$ cat src/sv/lsts_pkg.sv
// Shared types, constants and helpers for the least slack time scheduler.
package lsts_pkg;

  localparam int MAX_TASKS = 32;
  localparam int TASK_W    = $clog2(MAX_TASKS);
  localparam int COUNT_W   = 6;
  localparam int TIME_W    = 12;
  localparam int PHASE_W   = 11;
  localparam int SLACK_W   = 14;
  localparam int TOTAL_W   = 32;

  localparam logic [TIME_W-1:0]  TIME_LIMIT = 12'd2048;
  localparam logic [COUNT_W-1:0] IDLE_CODE  = 6'd32;
  localparam logic [COUNT_W-1:0] TASKS_MAX  = 6'd32;

  // result status codes
  localparam logic [1:0] ST_TICK     = 2'd0;
  localparam logic [1:0] ST_LOAD_OK  = 2'd1;
  localparam logic [1:0] ST_LOAD_BAD = 2'd2;

  localparam logic OP_LOAD = 1'b0;
  localparam logic OP_TICK = 1'b1;

  typedef struct packed {
    logic capture;     // latch the input item
    logic load;        // apply a load item
    logic tick_start;  // clear scan index and best candidate
    logic scan_issue;  // read the entry at the scan index
    logic finish;      // retire the tick: run chosen task, update totals
    logic emit;        // move the result into the output register
  } cmd_t;

  typedef struct packed {
    logic op_tick;
    logic n_zero;
    logic scan_last;
    logic out_free;
  } sts_t;

  function automatic logic [TOTAL_W-1:0] sat_inc(input logic [TOTAL_W-1:0] v);
    sat_inc = (v == {TOTAL_W{1'b1}}) ? v : v + {{(TOTAL_W-1){1'b0}}, 1'b1};
  endfunction

  function automatic logic in_range(input logic [TIME_W-1:0] v);
    in_range = (v != '0) && (v <= TIME_LIMIT);
  endfunction

endpackage

$ cat src/sv/lsts_ctrl.sv
// Sequencer for load and tick items of the least slack time scheduler.
module lsts_ctrl (
  input  logic               clk,
  input  logic               rst,
  input  logic               in_valid,
  output logic               in_ready,
  input  lsts_pkg::sts_t     sts,
  output lsts_pkg::cmd_t     cmd
);

  typedef enum logic [2:0] {
    S_IDLE,
    S_DISPATCH,
    S_LOAD,
    S_START,
    S_SCAN,
    S_DRAIN,
    S_FINISH,
    S_RESULT
  } state_t;

  state_t state;
  state_t state_next;

  always_comb begin
    state_next = state;
    unique case (state)
      S_IDLE:     if (in_valid) state_next = S_DISPATCH;
      S_DISPATCH: state_next = sts.op_tick ? S_START : S_LOAD;
      S_LOAD:     state_next = S_RESULT;
      S_START:    state_next = sts.n_zero ? S_FINISH : S_SCAN;
      S_SCAN:     if (sts.scan_last) state_next = S_DRAIN;
      S_DRAIN:    state_next = S_FINISH;
      S_FINISH:   state_next = S_RESULT;
      S_RESULT:   if (sts.out_free) state_next = S_IDLE;
      default:    state_next = S_IDLE;
    endcase
  end

  always_ff @(posedge clk) begin
    if (rst) begin
      state <= S_IDLE;
    end else begin
      state <= state_next;
    end
  end

  assign in_ready = (state == S_IDLE);

  always_comb begin
    cmd            = '0;
    cmd.capture    = (state == S_IDLE) && in_valid;
    cmd.load       = (state == S_LOAD);
    cmd.tick_start = (state == S_START);
    cmd.scan_issue = (state == S_SCAN);
    cmd.finish     = (state == S_FINISH);
    cmd.emit       = (state == S_RESULT) && sts.out_free;
  end

endmodule

$ cat src/sv/lsts_dp.sv
// Task tables, slack compare pass, switch totals and output register.
module lsts_dp (
  input  logic                              clk,
  input  logic                              rst,
  input  logic                              cfg_we,
  input  logic [lsts_pkg::COUNT_W-1:0]      cfg_wdata,
  input  logic                              operation,
  input  logic [lsts_pkg::TASK_W-1:0]       task_index,
  input  logic [lsts_pkg::TIME_W-1:0]       job_length,
  input  logic [lsts_pkg::TIME_W-1:0]       task_period,
  input  logic [lsts_pkg::TIME_W-1:0]       relative_deadline,
  input  lsts_pkg::cmd_t                    cmd,
  output lsts_pkg::sts_t                    sts,
  output logic                              out_valid,
  input  logic                              out_ready,
  output logic [1:0]                        status,
  output logic [lsts_pkg::COUNT_W-1:0]      chosen_task,
  output logic                              ran_late,
  output logic [lsts_pkg::TOTAL_W-1:0]      context_switches,
  output logic [lsts_pkg::TOTAL_W-1:0]      preemptions
);

  localparam int N = lsts_pkg::MAX_TASKS;
  localparam int AW = lsts_pkg::TASK_W;
  localparam int CW = lsts_pkg::COUNT_W;
  localparam int TW = lsts_pkg::TIME_W;
  localparam int PW = lsts_pkg::PHASE_W;
  localparam int SW = lsts_pkg::SLACK_W;
  localparam int XW = lsts_pkg::TOTAL_W;

  // configuration
  logic [CW-1:0] task_count;
  logic [CW-1:0] n_eff;

  // captured input item
  logic          op_q;
  logic [AW-1:0] idx_q;
  logic [TW-1:0] len_in_q;
  logic [TW-1:0] per_in_q;
  logic [TW-1:0] dl_in_q;
  logic          load_ok;

  // task storage
  logic [TW-1:0] length_mem   [N];
  logic [TW-1:0] period_mem   [N];
  logic [TW-1:0] deadline_mem [N];
  logic [TW-1:0] rem_mem      [N];
  logic [PW-1:0] phase_mem    [N];
  logic [N-1:0]  rem_vld;
  logic [N-1:0]  ph_vld;

  // scan pipeline
  logic [CW-1:0] cnt;
  logic [TW-1:0] len_q;
  logic [TW-1:0] per_q;
  logic [TW-1:0] dl_q;
  logic [TW-1:0] rem_q;
  logic [PW-1:0] ph_q;
  logic          remv_q;
  logic          phv_q;
  logic          s1_valid;
  logic [AW-1:0] s1_idx;

  logic [PW-1:0]        ph_rd;
  logic [TW-1:0]        rem_rd;
  logic [TW-1:0]        rem_new;
  logic [TW-1:0]        ph_inc;
  logic [PW-1:0]        ph_new;
  logic signed [SW-1:0] slack;
  logic                 take;

  // best candidate
  logic                 found;
  logic signed [SW-1:0] best_slack;
  logic [AW-1:0]        best_idx;
  logic [PW-1:0]        best_ph;
  logic [TW-1:0]        best_dl;
  logic [TW-1:0]        best_rem;

  // run state and totals
  logic [CW-1:0] last_run;
  logic          was_interrupted;
  logic [XW-1:0] switch_total;
  logic [XW-1:0] preempt_total;

  logic [TW-1:0] rem_after;
  logic          late_f;
  logic [CW-1:0] chosen_f;
  logic [XW-1:0] sw_mid;
  logic [XW-1:0] sw_n;
  logic [XW-1:0] pr_n;
  logic          wi_n;
  logic [CW-1:0] last_n;

  // held result
  logic [1:0]    res_status;
  logic [CW-1:0] res_chosen;
  logic          res_late;

  logic          rem_we;
  logic [AW-1:0] rem_wa;
  logic [TW-1:0] rem_wd;

  assign n_eff   = (task_count > lsts_pkg::TASKS_MAX) ? lsts_pkg::TASKS_MAX : task_count;
  assign load_ok = lsts_pkg::in_range(len_in_q) && lsts_pkg::in_range(per_in_q)
                   && lsts_pkg::in_range(dl_in_q);

  assign sts.op_tick   = (op_q == lsts_pkg::OP_TICK);
  assign sts.n_zero    = (n_eff == '0);
  assign sts.scan_last = ((cnt + {{(CW-1){1'b0}}, 1'b1}) == n_eff);
  assign sts.out_free  = !out_valid || out_ready;

  always_ff @(posedge clk) begin
    if (rst) begin
      task_count <= {{(CW-1){1'b0}}, 1'b1};
    end else if (cfg_we) begin
      task_count <= cfg_wdata;
    end
  end

  always_ff @(posedge clk) begin
    if (cmd.capture) begin
      op_q     <= operation;
      idx_q    <= task_index;
      len_in_q <= job_length;
      per_in_q <= task_period;
      dl_in_q  <= relative_deadline;
    end
  end

  // parameter tables: written by loads, read at the scan index
  always_ff @(posedge clk) begin
    if (cmd.load && load_ok) begin
      length_mem[idx_q]   <= len_in_q;
      period_mem[idx_q]   <= per_in_q;
      deadline_mem[idx_q] <= dl_in_q;
    end
    len_q <= length_mem[cnt[AW-1:0]];
    per_q <= period_mem[cnt[AW-1:0]];
    dl_q  <= deadline_mem[cnt[AW-1:0]];
  end

  // remaining work: scan reload, then one decrement for the chosen task
  assign rem_after = best_rem - {{(TW-1){1'b0}}, 1'b1};
  assign rem_we    = s1_valid || (cmd.finish && found);
  assign rem_wa    = s1_valid ? s1_idx : best_idx;
  assign rem_wd    = s1_valid ? rem_new : rem_after;

  always_ff @(posedge clk) begin
    if (rem_we) begin
      rem_mem[rem_wa] <= rem_wd;
    end
    rem_q <= rem_mem[cnt[AW-1:0]];
  end

  always_ff @(posedge clk) begin
    if (s1_valid) begin
      phase_mem[s1_idx] <= ph_new;
    end
    ph_q <= phase_mem[cnt[AW-1:0]];
  end

  // an entry with a clear valid bit reads as zero
  always_ff @(posedge clk) begin
    if (rst) begin
      rem_vld <= '0;
      ph_vld  <= '0;
    end else if (cmd.load && load_ok) begin
      rem_vld[idx_q] <= 1'b0;
      ph_vld[idx_q]  <= 1'b0;
    end else if (s1_valid) begin
      rem_vld[s1_idx] <= 1'b1;
      ph_vld[s1_idx]  <= 1'b1;
    end
  end

  always_ff @(posedge clk) begin
    remv_q <= rem_vld[cnt[AW-1:0]];
    phv_q  <= ph_vld[cnt[AW-1:0]];
    s1_idx <= cnt[AW-1:0];
  end

  always_ff @(posedge clk) begin
    if (rst) begin
      s1_valid <= 1'b0;
      cnt      <= '0;
    end else begin
      s1_valid <= cmd.scan_issue;
      if (cmd.tick_start) begin
        cnt <= '0;
      end else if (cmd.scan_issue) begin
        cnt <= cnt + {{(CW-1){1'b0}}, 1'b1};
      end
    end
  end

  // compare stage
  assign ph_rd   = phv_q ? ph_q : '0;
  assign rem_rd  = remv_q ? rem_q : '0;
  assign rem_new = (ph_rd == '0) ? len_q : rem_rd;
  assign ph_inc  = {{(TW-PW){1'b0}}, ph_rd} + {{(TW-1){1'b0}}, 1'b1};
  assign ph_new  = (ph_inc >= per_q) ? '0 : ph_inc[PW-1:0];
  assign slack   = $signed({{(SW-TW){1'b0}}, dl_q})
                   - $signed({{(SW-PW){1'b0}}, ph_rd})
                   - $signed({{(SW-TW){1'b0}}, rem_new});
  assign take    = s1_valid && (rem_new != '0) && (!found || (slack < best_slack));

  always_ff @(posedge clk) begin
    if (rst) begin
      found <= 1'b0;
    end else if (cmd.tick_start) begin
      found <= 1'b0;
    end else if (take) begin
      found <= 1'b1;
    end
  end

  always_ff @(posedge clk) begin
    if (take) begin
      best_slack <= slack;
      best_idx   <= s1_idx;
      best_ph    <= ph_rd;
      best_dl    <= dl_q;
      best_rem   <= rem_new;
    end
  end

  // tick retirement
  assign late_f   = found && ({{(TW-PW){1'b0}}, best_ph} >= best_dl);
  assign chosen_f = found ? {{(CW-AW){1'b0}}, best_idx} : lsts_pkg::IDLE_CODE;

  always_comb begin
    sw_mid = switch_total;
    sw_n   = switch_total;
    pr_n   = preempt_total;
    wi_n   = was_interrupted;
    last_n = chosen_f;
    if (found) begin
      if (last_run != chosen_f) begin
        if (was_interrupted) begin
          sw_mid = lsts_pkg::sat_inc(switch_total);
          pr_n   = lsts_pkg::sat_inc(preempt_total);
        end
      end
      if (rem_after == '0) begin
        sw_n = lsts_pkg::sat_inc(sw_mid);
        wi_n = 1'b0;
      end else begin
        sw_n = sw_mid;
        wi_n = 1'b1;
      end
    end else begin
      // idle right after a running tick counts as a switch away and a preemption
      if (last_run != lsts_pkg::IDLE_CODE) begin
        sw_n = lsts_pkg::sat_inc(switch_total);
        pr_n = lsts_pkg::sat_inc(preempt_total);
      end
      wi_n = 1'b0;
    end
  end

  always_ff @(posedge clk) begin
    if (rst) begin
      last_run        <= lsts_pkg::IDLE_CODE;
      was_interrupted <= 1'b0;
      switch_total    <= '0;
      preempt_total   <= '0;
    end else if (cmd.finish) begin
      last_run        <= last_n;
      was_interrupted <= wi_n;
      switch_total    <= sw_n;
      preempt_total   <= pr_n;
    end
  end

  always_ff @(posedge clk) begin
    if (cmd.load) begin
      res_status <= load_ok ? lsts_pkg::ST_LOAD_OK : lsts_pkg::ST_LOAD_BAD;
      res_chosen <= lsts_pkg::IDLE_CODE;
      res_late   <= 1'b0;
    end else if (cmd.finish) begin
      res_status <= lsts_pkg::ST_TICK;
      res_chosen <= chosen_f;
      res_late   <= late_f;
    end
  end

  // output register
  always_ff @(posedge clk) begin
    if (rst) begin
      out_valid <= 1'b0;
    end else if (cmd.emit) begin
      out_valid <= 1'b1;
    end else if (out_ready) begin
      out_valid <= 1'b0;
    end
  end

  always_ff @(posedge clk) begin
    if (cmd.emit) begin
      status           <= res_status;
      chosen_task      <= res_chosen;
      ran_late         <= res_late;
      context_switches <= switch_total;
      preemptions      <= preempt_total;
    end
  end

endmodule

$ cat src/sv/least_slack_time_scheduler.sv
// Top level of the least slack time periodic task scheduler.
// Input channel (in_valid/in_ready) takes one item: a load of one task entry
// (job_length, task_period, relative_deadline at task_index) or a time tick.
// Output channel (out_valid/out_ready) returns one result per item: status,
// chosen_task (32 = idle), ran_late and the saturating switch and preemption
// totals. cfg_we/cfg_wdata write task_count; the user must write it only
// while the block is idle, which the block does not enforce. A load goes
// from dispatch through load to result; a tick goes through dispatch, start,
// a scan of n = min(task_count, 32) entries, drain and finish (start skips
// to finish if n is 0). The compare pass reads one task entry per cycle and
// updates it in the next cycle. One item is in work at a time; in_ready is
// high only between items. If out_ready is low, a finished result waits in
// the output register and the next item's result in the held registers.
// Reset (rst, synchronous) sets task_count to 1, clears remaining work and
// phase of every task, last run to idle and both totals to zero. Task tables
// are undefined until loaded.
module least_slack_time_scheduler (
  input  logic                              clk,
  input  logic                              rst,
  input  logic                              cfg_we,
  input  logic [lsts_pkg::COUNT_W-1:0]      cfg_wdata,
  input  logic                              in_valid,
  output logic                              in_ready,
  input  logic                              operation,
  input  logic [lsts_pkg::TASK_W-1:0]       task_index,
  input  logic [lsts_pkg::TIME_W-1:0]       job_length,
  input  logic [lsts_pkg::TIME_W-1:0]       task_period,
  input  logic [lsts_pkg::TIME_W-1:0]       relative_deadline,
  output logic                              out_valid,
  input  logic                              out_ready,
  output logic [1:0]                        status,
  output logic [lsts_pkg::COUNT_W-1:0]      chosen_task,
  output logic                              ran_late,
  output logic [lsts_pkg::TOTAL_W-1:0]      context_switches,
  output logic [lsts_pkg::TOTAL_W-1:0]      preemptions
);

  lsts_pkg::cmd_t cmd;
  lsts_pkg::sts_t sts;

  lsts_ctrl u_ctrl (
    .clk      (clk),
    .rst      (rst),
    .in_valid (in_valid),
    .in_ready (in_ready),
    .sts      (sts),
    .cmd      (cmd)
  );

  lsts_dp u_dp (
    .clk               (clk),
    .rst               (rst),
    .cfg_we            (cfg_we),
    .cfg_wdata         (cfg_wdata),
    .operation         (operation),
    .task_index        (task_index),
    .job_length        (job_length),
    .task_period       (task_period),
    .relative_deadline (relative_deadline),
    .cmd               (cmd),
    .sts               (sts),
    .out_valid         (out_valid),
    .out_ready         (out_ready),
    .status            (status),
    .chosen_task       (chosen_task),
    .ran_late          (ran_late),
    .context_switches  (context_switches),
    .preemptions       (preemptions)
  );

endmodule
$ cat config.mk
export PLATFORM = sky130hd
export DESIGN_NAME = least_slack_time_scheduler
export DESIGN_NICKNAME = d
export VERILOG_FILES = /design/src/sv/lsts_pkg.sv /design/src/sv/lsts_ctrl.sv /design/src/sv/lsts_dp.sv /design/src/sv/least_slack_time_scheduler.sv
export SDC_FILE = /design/constraint.sdc
export NUM_CORES = 2
export LEC_CHECK = 0
export BUFFER_PORTS_ARGS = -buffer_cell sky130_fd_sc_hd__buf_2
export CAP_MARGIN = 20
export CORE_MARGIN = 4
export CORE_UTILIZATION = 40
export CTS_BUF_LIST = sky130_fd_sc_hd__clkbuf_8
export DETAILED_ROUTE_END_ITERATION = 7
export GPL_TIMING_DRIVEN = 0
export SKIP_CTS_REPAIR_TIMING = 1
export SLEW_MARGIN = 5
export SYNTH_ARGS = -nofsm -noshare
export SYNTH_HDL_FRONTEND = slang
export SYNTH_SLANG_ARGS = --single-unit
$ cat constraint.sdc
create_clock -name clk -period 24 [get_ports clk]
set_input_delay 6 -clock clk [delete_from_list [all_inputs] [get_ports clk]]
set_output_delay 6 -clock clk [all_outputs]
set_load 0.02 [all_outputs]
==> key figures <==
Clock network
  – H-tree depth: 5
  – Clock latency at the later pin of the worst-skew pair: 1.08 ns
  – CTS Buf Count: 384
  – Clk sinks: 2285
  – CTS tree: done
  – Clock transition at path regs: 0.07 ns
  – Clock buffer depth: 4
  – Clock Tree Root: clkbuf_8

Drt
  – Wire per inst: 29.13 µm
  – Post-route DRC: 0
  – DRT iter0 DRCs: 5662
  – Total Wirelength: 255500 µm
  – Antenna Nets Post-Route: 0
  – DR vias: 49760
  – DRT Pass-1 Iters: 7
  – Vias/cell: 5.672

GRT
  – GR Overflow Total: 0
  – Largest net degree at the start of global routing: 55
  – Initial antenna violation count: 9
  – All-Layer GR Usage: 21.48%
  – Number of global-route vias before repair: 49980
  – Global-route wire length before repair: 364700 µm

Timing
  – Final setup viols: 0
  – Worst hold slack: 0.3683 ns
  – Fin crit period: 8.595 ns
  – Max-slew violation count: 0
  – Final setup TNS: 0 ns
  – Worst Skew: 0.1119 ns
  – Actual slew at the worst max-slew pin: 1.186 ns
  – Crit share post-route: 35.81%
  – Max Clk Rate: 116.3 MHz
  – RSZ-0062 raised after global routing: false
  – Worst relative slew slack: 20.94%
  – Hold Fails Final Rpt: 0

Critical path
  – Reg2Reg Depth: 26
  – Crit Path Category: flop to output port
  – R2r setup slk: 16.62 ns
  – Worst r2r src: u_dp.phv_q
  – Worst EP required: 18.00 ns
  – CP arrival: 2.59 ns
  – Worst setup EP type: output port
  – Nature of the critical path startpoint: flop
  – CP Max Fanout: 8
  – Reg-to-Reg End: u_dp.best_slack[7]

Worst hold path
  – Hold Path Sink: u_dp.s1_idx[3]
  – Hold depth: 0
  – HP Class: flop to flop
  – Hold path start: u_dp.cnt[3]

Synthesis
  – Compound-gate portion of the synthesized area: 3.241%
  – Mux cell area share after synthesis: 16.12%
  – Area contributors post-synth: edfxtp_1, mux4_2, dfxtp_1
  – Largest family of logic cells by synthesized area: multiplexers
  – Xor/xnor share of the synthesized area: 0.9702%
  – Cell area after synthesis: 91180 µm²
  – Syn Nets: 4894
  – Register area share after synthesis: 72.77%
  – Top_reg_cell synth: edfxtp_1
  – Synth area leader: edfxtp_1
  – Cells after synthesis: 4770
  – Post-synth EDFFs: 2059
  – Yosys top cell area share: 67.81%
  – Seq cells post-synth: 2285
  – Yosys warns: 0
  – Synth Area in Adders: 0.9907%
  – Syn Area/Cell: 19.12 µm²
  – Synth unique cells: 99
  – Async set-reset flop share out of synthesis: 0%
  – Simple-gate share of the synthesized area: 4.320%

Power
  – Lkg Pwr: 0.03348 µW
  – Pwr per Cell Area: 80.02 nW/µm²
  – Peak supply drop: 0.06912 mV

Flow run
  – Max-Cap Viols: 0

Layout
  – Final net count: 5592
  – Area Overhead vs Synth: 16.31%
  – Cell Count, Final, Fillers Out: 8772
  – Layout cell share with drive strength beyond 1: 28.18%

Floorplanning
  – Die Y: 485.4 µm
  – Core box area: 227100 µm²
  – Boundary Pins: 128
  – Die width: 485.4 µm
  – Initial Utilization: 40.16%
  – Die Footprint: 235700 µm²
  – Rows: 175

Run status
  – Status: complete, no violations

Place
  – GP Congestion: 0.9258
  – Dpl hpwl: 174800 µm
  – Port bufs: 126
  – Inst Count DP: 8058
[worst max-delay path, stage by stage, from the launching register on]
cell and delay [ns]:
dfxtp_1 0.30, clkbuf_1 0.19, nor3_1 0.77, buf_2 0.30
[report_power, final]
group / total, µW / internal, µW / switching [µW]
Combinational: 838 / 341 / 496
Clock: 3150 / 1620 / 1530
Sequential: 4500 / 4430 / 66.9
[cells in the mapped netlist, drive strengths merged (45+ instances only)]
cell type  instances
a21oi            142
dfxtp            226
nor2             247
inv              111
nand4             45
o21ai            126
nand3             62
edfxtp          2059
nor3              68
mux2              65
nand2            159
ha                69
mux4             610
buf               89
clkbuf           164
xnor2             57
[worst max path at each step]
stage / from / endpoint / slack, ns / cells past startpoint
5_1_grt: u_ctrl.state[2] / in_ready / 15.40 / 3
3_3_place_gp: out_ready / u_dp.preemptions[25] / 9.94 / 3
4_1_cts: u_ctrl.state[2] / in_ready / 15.44 / 3
6_report: u_ctrl.state[2] / in_ready / 15.41 / 3
2_1_floorplan: out_ready / u_dp.chosen_task[0] / 12.29 / 2
3_5_place_dp: rst / u_dp.was_interrupted / 15.29 / 5
[metrics by stage]
stage / util, % / worst slack (ns) / total power, µW / cell area (µm²)
2_1_floorplan: - / 12.29 / 5048 / 91180
6_report: 46.71 / 15.41 / 8487 / 106100
4_1_cts: 46.44 / 15.44 / 8542 / 105400
5_1_grt: 46.71 / 15.40 / 8815 / 106000
3_5_place_dp: 43.41 / 15.29 / 5402 / 98580
3_3_place_gp: 42.09 / 9.940 / 5357 / 95580
[cells in the final DEF (no fill, tap or decap), types with 20 or more instances in the layout]
master	synthesis	final
edfxtp_1	2059	2059
mux4_2	610	610
clkbuf_8	0	407
inv_1	110	260
dfxtp_1	226	226
nor2_1	245	173
nand2_1	158	158
buf_2	21	150
clkbuf_1	164	149
a21oi_1	142	126
o21ai_0	123	123
clkinv_1	1	74
buf_8	0	71
ha_1	69	69
nor3_1	66	65
mux2_2	63	63
nand3_1	60	60
xnor2_1	57	57
buf_1	59	56
buf_12	0	49
xor2_1	44	44
nand4_1	42	42
nor2_2	2	42
buf_4	5	32
nor2_4	0	32
and3_1	30	30
nand2b_1	29	29
nor4_1	26	26
clkinv_2	0	25
buf_16	0	22
buf_6	4	20
[area by class of cell]
class                   count  area, µm²
inverters                 112      420.4
fillers                 18990     121000
clock inverters           267       1257
flip-flops and latches   2285      66350
diodes                      7      17.52
plain buffers             253       1047
repair buffers            312       3674
multi-input cells        2120      23920
well taps                3009       3765
clock buffers             407       5602
[cell families after synthesis]
| group | Yosys count |
|---|---|
| xor+xnor | 101 |
| fa+ha+maj | 71 |
| flops | 2285 |
| compound gates | 464 |
| simple gates | 786 |
| buf+inv | 365 |
| mux | 698 |
[flip-flops by register name (all words and copies together) (netlist names), 11 cells and up]
name and flops:
u_dp.deadline_mem 384, u_dp.length_mem 384, u_dp.period_mem 384, u_dp.rem_mem 384, u_dp.phase_mem 352, u_dp.context_switches 32, u_dp.ph_vld 32, u_dp.preempt_total 32
u_dp.preemptions 32, u_dp.rem_vld 32, u_dp.switch_total 32, u_dp.best_slack 14, u_dp.best_dl 12, u_dp.best_rem 12, u_dp.dl_in_q 12, u_dp.dl_q 12
u_dp.len_in_q 12, u_dp.len_q 12, u_dp.per_in_q 12, u_dp.per_q 12, u_dp.rem_q 12, u_dp.best_ph 11, u_dp.ph_q 11
[per-layer routing]
layer  track usage, %  up-vias  wire length [µm]
li1                 -    20910                 -
met1            28.74    26100            103000
met2            35.17     2247            124400
met3            4.182      499             18530
met4            7.736        2              9528
met5                0        -                13
(Power assumes the default switching activity.)
